--- src/hdl/psda_pkg.sv ---
// Package for the phase-space density accumulator.
// Request and result structs, table and skip-list constants, command codes.
// No dependencies.
`timescale 1ns / 1ps
`default_nettype none
package psda_pkg;
  localparam int TableSize = 64;
  localparam int MaxSkip = 4;
  localparam int TIdxW = $clog2(TableSize);
  localparam int SkipCntW = $clog2(MaxSkip + 1);
  localparam int SkipIdxW = $clog2(MaxSkip);

  typedef enum logic [1:0] {
    CMD_WRITE = 2'd0,
    CMD_START = 2'd1,
    CMD_SKIP  = 2'd2,
    CMD_PART  = 2'd3
  } cmd_t;

  localparam logic [1:0] REG_MOM_RADIUS = 2'd0;
  localparam logic [1:0] REG_CUTOFF     = 2'd1;
  localparam logic [1:0] REG_TEST_PART  = 2'd2;

  typedef struct packed {
    logic [1:0]         cmd;
    logic signed [31:0] pos_x;
    logic signed [31:0] pos_y;
    logic signed [31:0] pos_z;
    logic signed [31:0] mom_x;
    logic signed [31:0] mom_y;
    logic signed [31:0] mom_z;
    logic signed [31:0] species;
    logic [30:0]        ident;
    logic [31:0]        weight_value;
    logic               last;
  } req_t;

  typedef struct packed {
    logic [31:0] density;
    logic        saturated;
  } res_t;

  // control from sequencer to the shared divider
  typedef struct packed {
    logic        start;
    logic [63:0] dividend;
    logic [63:0] divisor;
  } div_req_t;

  typedef struct packed {
    logic        done;
    logic [63:0] quot;
  } div_res_t;
endpackage
`default_nettype wire

--- src/hdl/psda_div.sv ---
// Radix-2 restoring divider, 64-bit unsigned, one quotient bit per cycle.
// Depends on psda_pkg.
`timescale 1ns / 1ps
`default_nettype none
module psda_div
  import psda_pkg::*;
(
  input  wire logic     clk,
  input  wire logic     rst,
  input  wire div_req_t req,
  output div_res_t      res
);
  logic [63:0] rem;
  logic [63:0] quot;
  logic [63:0] dvs;
  logic [6:0]  cnt;
  logic        busy;
  logic        done;
  logic [64:0] trial;

  // shift in the next dividend bit and test subtract
  always_comb begin
    trial = {rem, quot[63]} - {1'b0, dvs};
  end

  always_ff @(posedge clk) begin
    if (rst) begin
      busy <= 1'b0;
      cnt  <= '0;
      done <= 1'b0;
    end else begin
      done <= busy && !req.start && (cnt == 7'd1);
      if (req.start) begin
        busy <= 1'b1;
        rem  <= '0;
        quot <= req.dividend;
        dvs  <= req.divisor;
        cnt  <= 7'd64;
      end else if (busy) begin
        if (!trial[64]) begin
          rem  <= trial[63:0];
          quot <= {quot[62:0], 1'b1};
        end else begin
          rem  <= {rem[62:0], quot[63]};
          quot <= {quot[62:0], 1'b0};
        end
        cnt <= cnt - 7'd1;
        if (cnt == 7'd1) busy <= 1'b0;
      end
    end
  end
  assign res = '{done: done, quot: quot};
endmodule
`default_nettype wire

--- config.mk ---
export PLATFORM = sky130hd
export DESIGN_NAME = psda_div
export DESIGN_NICKNAME = d
export VERILOG_FILES = /design/src/hdl/psda_pkg.sv /design/src/hdl/psda_div.sv
export SDC_FILE = /design/constraint.sdc
export NUM_CORES = 1
export LEC_CHECK = 0
export BUFFER_PORTS_ARGS = -buffer_cell sky130_fd_sc_hd__buf_2
export CORE_MARGIN = 4
export CORE_UTILIZATION = 35
export CTS_BUF_LIST = sky130_fd_sc_hd__clkbuf_16
export CTS_CLUSTER_DIAMETER = 30
export DETAILED_ROUTE_END_ITERATION = 10
export PLACE_DENSITY_LB_ADDON = 0.3
export SLEW_MARGIN = 15
export SYNTH_ARGS = -nofsm -noshare
export SYNTH_HDL_FRONTEND = slang
export SYNTH_SLANG_ARGS = --single-unit
--- constraint.sdc ---
create_clock -name clk -period 10.5 [get_ports clk]
set_input_delay 2.1 -clock clk [delete_from_list [all_inputs] [get_ports clk]]
set_output_delay 2.1 -clock clk [all_outputs]
set_load 0.02 [all_outputs]
==> results of run 1 <==
worst max-delay path, delay by kind of cell (launching register included):
kind	cells	cell delay [ns]
XOR/XNOR	1	0.17
flip-flops	1	0.36
buffers and inverters	2	0.95
AO/OA/AOI/OAI	7	1.83
adder cells (fa/ha/maj)	2	0.64
AND/OR/NAND/NOR	2	0.49
final timing paths:
check                           startpoint      end  slack (ns)  depth (start not counted)
worst max-delay path              quot[63]  rem[51]        5.76                         14
worst min-delay path                cnt[1]   cnt[1]        0.50                          2
worst max register to register    quot[63]  rem[51]        5.76                         14
worst min register to register      cnt[1]   cnt[1]        0.50                          2
power groups by stage:
stage | Combinational [mW] | Clock (mW) | Sequential [mW]
after CTS | 0.745 | 1.75 | 1.02
final | 0.742 | 1.71 | 1.02
after global routing | 0.826 | 1.80 | 1.02
after detailed placement | 0.741 | 0 | 1.03
after floorplan | 0.562 | 0 | 1.04
after global placement | 0.732 | 0 | 1.03
per-layer routing:
| layer | vias to the layer above | GRT usage, % | part of all wire, % | routed length, µm |
|---|---|---|---|---|
| li1 | 4490 | - | - | - |
| met1 | 4311 | 20.8 | 44 | 13900 |
| met2 | 297 | 25.5 | 45 | 14100 |
| met3 | 74 | 5.61 | 7.7 | 2430 |
| met4 | 12 | 6.37 | 2.9 | 904 |
| met5 | - | 0 | 0.24 | 74 |
cell usage after synthesis, types with 3 or more instances:
cell type | instances | area share [%]
nand3_1 | 15 | 0.62
buf_6 | 6 | 0.56
buf_1 | 5 | 0.16
o21bai_1 | 15 | 0.93
buf_2 | 10 | 0.41
clkbuf_1 | 27 | 0.84
nor2b_1 | 8 | 0.41
a2111oi_0 | 3 | 0.22
nand4_1 | 19 | 0.98
o21ai_0 | 29 | 1.2
nor4_1 | 3 | 0.16
xor2_1 | 28 | 2.0
a211oi_1 | 5 | 0.31
or2_2 | 4 | 0.21
nand2_1 | 69 | 2.1
and2_1 | 3 | 0.16
o31ai_1 | 4 | 0.25
mux2i_1 | 43 | 3.6
o22ai_1 | 4 | 0.21
ha_1 | 66 | 6.8
dfxtp_1 | 9 | 1.5
and4_1 | 7 | 0.51
inv_1 | 80 | 2.5
nand2b_1 | 16 | 0.83
a21boi_0 | 4 | 0.25
o21ai_1 | 7 | 0.29
a21oi_1 | 81 | 3.4
o211ai_1 | 5 | 0.31
xnor2_1 | 33 | 2.4
o2111ai_1 | 4 | 0.29
edfxtp_1 | 192 | 48
mux2_2 | 63 | 5.9
and3_1 | 9 | 0.47
o2bb2ai_1 | 4 | 0.29
a21o_1 | 30 | 1.9
o21a_1 | 11 | 0.68
nor2_1 | 113 | 3.5
a211oi_2 | 9 | 0.93
nor3_1 | 11 | 0.46
sequential cells by signal, summed over array words and instances, names as in the netlist:
register / count
busy: 1
cnt: 7
done: 1
dvs: 64
quot: 64
rem: 64
metrics by stage:
stage | utilization [%] | hold slack [ns] | instances | area (µm²) | power, mW
after floorplan | - | 0.469 | 1099 | 12100 | 1.60
after global placement | 39.7 | 0.481 | 1698 | 13400 | 1.76
after detailed placement | 39.7 | 0.504 | 1698 | 13400 | 1.77
after CTS | 45.4 | 0.511 | 1802 | 15400 | 3.51
after global routing | 45.4 | 0.547 | 1802 | 15400 | 3.65
final | 45.4 | 0.500 | 1802 | 15400 | 3.47
kinds of logic (layout without fill, tap and decap cells):
kind of cell               Yosys count  count (layout)  synth area share [%]
AOI/OAI and AO/OA                  243             243                  13.8
xor gates and xnor gates            62              62                  4.56
adders and majority gates           67              67                  7.01
buffers and inverters              130             385                  4.58
DFF                                201             201                  49.3
muxes                              107             107                  9.54
and+or+nand+nor                    289             289                  11.3
final cells by class:
class                      count  area (µm²)  share of cell area, %
clock buffer                  56        1400                   9.13
clock inverter                48         522                   3.40
inverter                      80         300                   1.96
multi-input combinational    768        5600                   36.5
sequential                   201        5950                   38.7
tap                          448         561                   3.65
timing repair buffer         201        1020                   6.67
cell usage in the layout, fill, tap and decap left out, types with 19 or more instances in the layout:
master     Yosys  routed
a21oi_1       81      81
xnor2_1       33      33
mux2i_1       43      43
buf_2         10     194
o21ai_0       29      29
nor2_1       113     112
inv_1         80      88
a21o_1        30      30
edfxtp_1     192     192
nand4_1       19      19
mux2_2        63      63
clkbuf_16      0      56
xor2_1        28      28
nand2_1       69      69
ha_1          66      66
==> flow_metrics.py, run 1 <==
metrics = {
    "cts": {
        "cts_resized": 0,
        "clock_latency_ns": 0.58,
        "cts_sinks": 201,
        "cts_tree": "done",
        "cts_root_buffer": "clkbuf_16",
        "htreeDepth": 2,
        "cts_hold_buf": 0,
        "cts_buffers": 55,
        "clk_pin_slew_ns": 0.04,
        "postCtsSetupRepairBufs": 0,
        "cts_buffer_depth": 3,
    },
    "worst_setup_path": {
        "path_common_cell": "a211oi_2",
        "crit_chain": "inv_1, ha_1, fa_1, and2b_1, o211ai_1, a211oi_2, o2111ai_1, a31oi_4, a211oi_2, o41ai_4, xor2_4, buf_4, nor2_1, o2bb2ai_1",
        "worst-path-max-fanout": 74,
        "endpoint_kind": "flip-flop",
        "cp_data_arrival_time_ns": 5.04,
        "timing.critical_path.slowest_stage_cell": "buf_4",
        "crit_required_ns": 10.80,
        "critical-path-max-stage-delay_ns": 0.89,
        "start_kind": "flip-flop",
        "path_class": "flip-flop to flip-flop",
    },
    "power": {
        "p_leak_nw": 6.51,
        "powerDensity_mw_per_mm2": 226,
        "switching_power_mw": 0.979,
        "clkPwrFrac_pct": 49.3,
        "ir_drop_mv": 0.159,
        "p_int_mw": 2.49,
        "combPwrFrac_pct": 21.4,
        "pwr-share-seq_pct": 29.3,
        "p_sw_share_pct": 28.2,
    },
    "logic_synthesis": {
        "yosys_register_bits": 201,
        "synth.lib_cells_used.distinct": 74,
        "async_flop_share_pct": 0,
        "seq_area_frac_synth_pct": 49.3,
        "syn_inst": 1099,
        "synth_edf_count": 192,
        "synth_fp_nets": 1297,
        "synth_ff_type": "edfxtp_1",
        "syn_area_mm2": 0.0121,
        "syn_area_per_cell_um2": 11.0,
        "yosysWarnings": 0,
    },
    "layout": {
        "fillers": 3176,
        "drive_gt1_share_pct": 27.5,
        "nets": 1505,
        "antenna_cells": 0,
        "area_growth_syn_to_layout_pct": 27.2,
    },
    "drt": {
        "avgViaCountPerCell": 5.10,
        "post_drt_wl_per_cell_um": 17.4,
        "drtPass1Iterations": 5,
        "wl_um": 31400,
        "drtIter0Drc": 553,
        "ant_nets": 0,
        "drcViolationCount": 0,
        "vias": 9184,
    },
    "timing": {
        "finalCritPeriodShare_pct": 45.1,
        "rsz0062_at_grt": "no",
        "setup_tns_ns": 0,
        "slew_viol_final": 0,
        "finalHoldViolations": 0,
        "timing.slew.headroom_pct": 23.1,
        "finalWorstSetupSlack_ns": 5.76,
        "fin_skew_ns": 0.0187,
        "setup_violations": 0,
        "fin_crit_ns": 4.74,
        "tightestPinTransition_ns": 1.15,
        "fmax_ghz": 0.211,
    },
    "placed_design": {
        "preCtsSetupSlack_ns": 5.68,
        "port_buffers": 195,
        "place_congestion": 0.914,
        "dp.final_hpwl_um": 22100,
    },
    "floorplanning": {
        "start_util_pct": 35.7,
        "die_area_mm2": 0.0375,
        "die_height_um": 194,
        "io_pins": 196,
        "core_mm2": 0.0338,
        "std_cell_rows": 67,
        "fp.dieW_um": 194,
    },
    "hold_path": {
        "min_path_type": "flip-flop to flip-flop",
    },
    "global_routing": {
        "antenna_found_initial": 7,
        "track_usage_pct": 16.3,
        "grt_pass1_vias": 9442,
        "grt-ovfl-total": 0,
        "grt_pass1_wl_um": 50000,
        "grt_max_degree": 75,
    },
    "flow_run": {
        "cap_violations": 0,
    },
    "status": {
        "status": "complete, no violations",
    },
}
(Power assumes the default switching activity.)
==> inputs of run 2 (changes only) <==
clock period = 4.9 ns   (was 10.5 ns; I/O delays follow)
==> run 2 against run 1 <==
Cell area fell by 0.76%. Fmax rose by 9.9%. Register-to-register slack got worse by 5.2 ns. Non-clock buffer count rose by 4. Sequential power rose by 110%. Routed wire length rose by 1.0%. First-iteration DRC count fell by 11%. Clock power rose by 99%. Core utilization fell by 0.34 points. Flip-flop and latch count did not move. Final cell count rose by 0.11%. Global-route usage rose by 0.11 points. Highest routed layer unchanged.
==> flow_metrics.py, run 2 (synthesis results as in run 1) <==
metrics = {
    "placed_design": {
        "port_buffers": 195,
        "place_congestion": 0.903,
        "dp.final_hpwl_um": 23000,
        "preCtsSetupSlack_ns": 0.600,
    },
    "power": {
        "p_leak_nw": 6.51,
        "ir_drop_mv": 0.302,
        "powerDensity_mw_per_mm2": 471,
    },
    "layout": {
        "nets": 1508,
        "final_cell_mix": "buf_2, edfxtp_1, nor2_1",
        "fillers": 3174,
        "drive_gt1_share_pct": 26.9,
        "ff_latch_area_mm2": 0.00595,
        "reg.largest.list": "dvs (64), quot (64), rem (64)",
        "layout_commonest_cell": "buf_2",
        "multiInputGateArea_mm2": 0.00560,
        "area_growth_syn_to_layout_pct": 26.2,
    },
    "worst_setup_path": {
        "path_class": "flip-flop to flip-flop",
        "crit_required_ns": 5.15,
        "endpoint_kind": "flip-flop",
        "critPathLaunch": "quot[63]",
        "r2r_start": "quot[63]",
        "worst-path-max-fanout": 32,
        "crit_path_end": "rem[12]",
        "r2r_end": "rem[12]",
        "start_kind": "flip-flop",
        "cp_data_arrival_time_ns": 4.57,
        "worst_r2r_path_depth": 14,
        "reg2reg_slack_ns": 0.59,
    },
    "cts": {
        "cts_buffers": 54,
        "postCtsSetupRepairBufs": 0,
        "clock_latency_ns": 0.55,
        "cts_sinks": 201,
        "clk_pin_slew_ns": 0.05,
        "htreeDepth": 2,
        "cts_root_buffer": "clkbuf_16",
        "cts_tree": "done",
        "cts_buffer_depth": 3,
        "cts_hold_buf": 0,
        "cts_resized": 0,
    },
    "floorplanning": {
        "core_mm2": 0.0338,
        "io_pins": 196,
        "die_height_um": 194,
        "std_cell_rows": 67,
        "fp.dieW_um": 194,
        "die_area_mm2": 0.0375,
        "start_util_pct": 35.7,
    },
    "timing": {
        "setup_tns_ns": 0,
        "finalHoldViolations": 0,
        "finalCritPeriodShare_pct": 88.0,
        "timing.slew.headroom_pct": 34.7,
        "fmax_ghz": 0.232,
        "holdWs_ns": 0.512,
        "fin_skew_ns": 0.0146,
        "setup_violations": 0,
        "rsz0062_at_grt": "no",
        "finalWorstSetupSlack_ns": 0.587,
        "tightestPinTransition_ns": 0.967,
        "slew_viol_final": 0,
        "fin_crit_ns": 4.31,
    },
    "global_routing": {
        "grt-ovfl-total": 0,
        "track_usage_pct": 16.4,
        "grt_pass1_wl_um": 50500,
        "grt_pass1_vias": 9476,
        "grt_max_degree": 71,
        "antenna_found_initial": 8,
    },
    "status": {
        "status": "complete, no violations",
    },
    "drt": {
        "drtPass1Iterations": 5,
        "post_drt_wl_per_cell_um": 17.6,
        "wl_um": 31700,
        "drcViolationCount": 0,
        "avgViaCountPerCell": 5.08,
        "vias": 9170,
        "ant_nets": 0,
        "drtIter0Drc": 494,
    },
    "flow_run": {
        "cap_violations": 0,
    },
    "hold_path": {
        "min_path_type": "flip-flop to flip-flop",
    },
}
-- run 2: cell types whose count changed in the layout (fill, tap and decap cells not counted), moves of 2 or more --
| cell | delta |
|---|---|
| clkinvlp_4 | -7 |
| inv_1 | +8 |
| buf_4 | +4 |
| diode_2 | +3 |
| bufinv_16 | -2 |
-- run 2: worst min-delay path by stage --
stage	startpoint	end	slack [ns]	cells past startpoint
after CTS	cnt[1]	cnt[1]	0.51	2
after floorplan	cnt[1]	cnt[1]	0.47	2
after detailed placement	cnt[1]	cnt[1]	0.51	2
after global placement	cnt[1]	cnt[1]	0.49	2
after global routing	cnt[1]	cnt[1]	0.55	2
final	cnt[1]	cnt[1]	0.51	2
-- run 2: final cells by class --
cell class | instances | area share (%)
multi-input combinational | 768 | 36.7
clock inverter | 44 | 2.58
sequential | 201 | 39.0
inverter | 80 | 1.97
clock buffer | 55 | 9.03
timing repair buffer | 205 | 6.92
tap | 448 | 3.68
antenna | 3 | 0.0493
-- run 2: metal layers --
layer | up-vias | track usage (%) | share of wire [%]
met3 | 74 | 5.82 | 8.0
met4 | 10 | 5.25 | 2.6
li1 | 4487 | - | -
met5 | - | 0 | 0.17
met1 | 4294 | 20.6 | 43
met2 | 305 | 26.6 | 46
-- run 2: metrics by stage --
step / total power, mW / cell area [µm²] / utilization (%) / instances
detailed placement: 3.80 / 13500 / 39.8 / 1702
finish: 7.18 / 15200 / 45.1 / 1804
floorplan: 3.43 / 12100 / - / 1099
global placement: 3.78 / 13500 / 39.8 / 1702
CTS: 7.26 / 15200 / 45.1 / 1801
global route: 7.56 / 15200 / 45.1 / 1801
-- run 2: critical path, stage by stage, from the launching register on --
cell and delay [ns]:
edfxtp_1 0.35, inv_1 0.05, ha_1 0.21, fa_1 0.41, and2b_1 0.23, o211ai_1 0.17, a211oi_2 0.32, o2111ai_1 0.21
a31oi_4 0.31, a211oi_2 0.19, o41ai_4 0.46, xor2_4 0.24, buf_4 0.49, mux2i_1 0.27, nor2_1 0.07
-- run 2: report_power, final --
group | leakage, nW | total, mW | switching (mW) | internal (mW)
clock network | 0.934 | 3.41 | 1.00 | 2.40
logic | 3.66 | 1.60 | 0.933 | 0.663
registers | 1.91 | 2.18 | 0.0818 | 2.10
total | 6.51 | 7.18 | 2.02 | 5.16
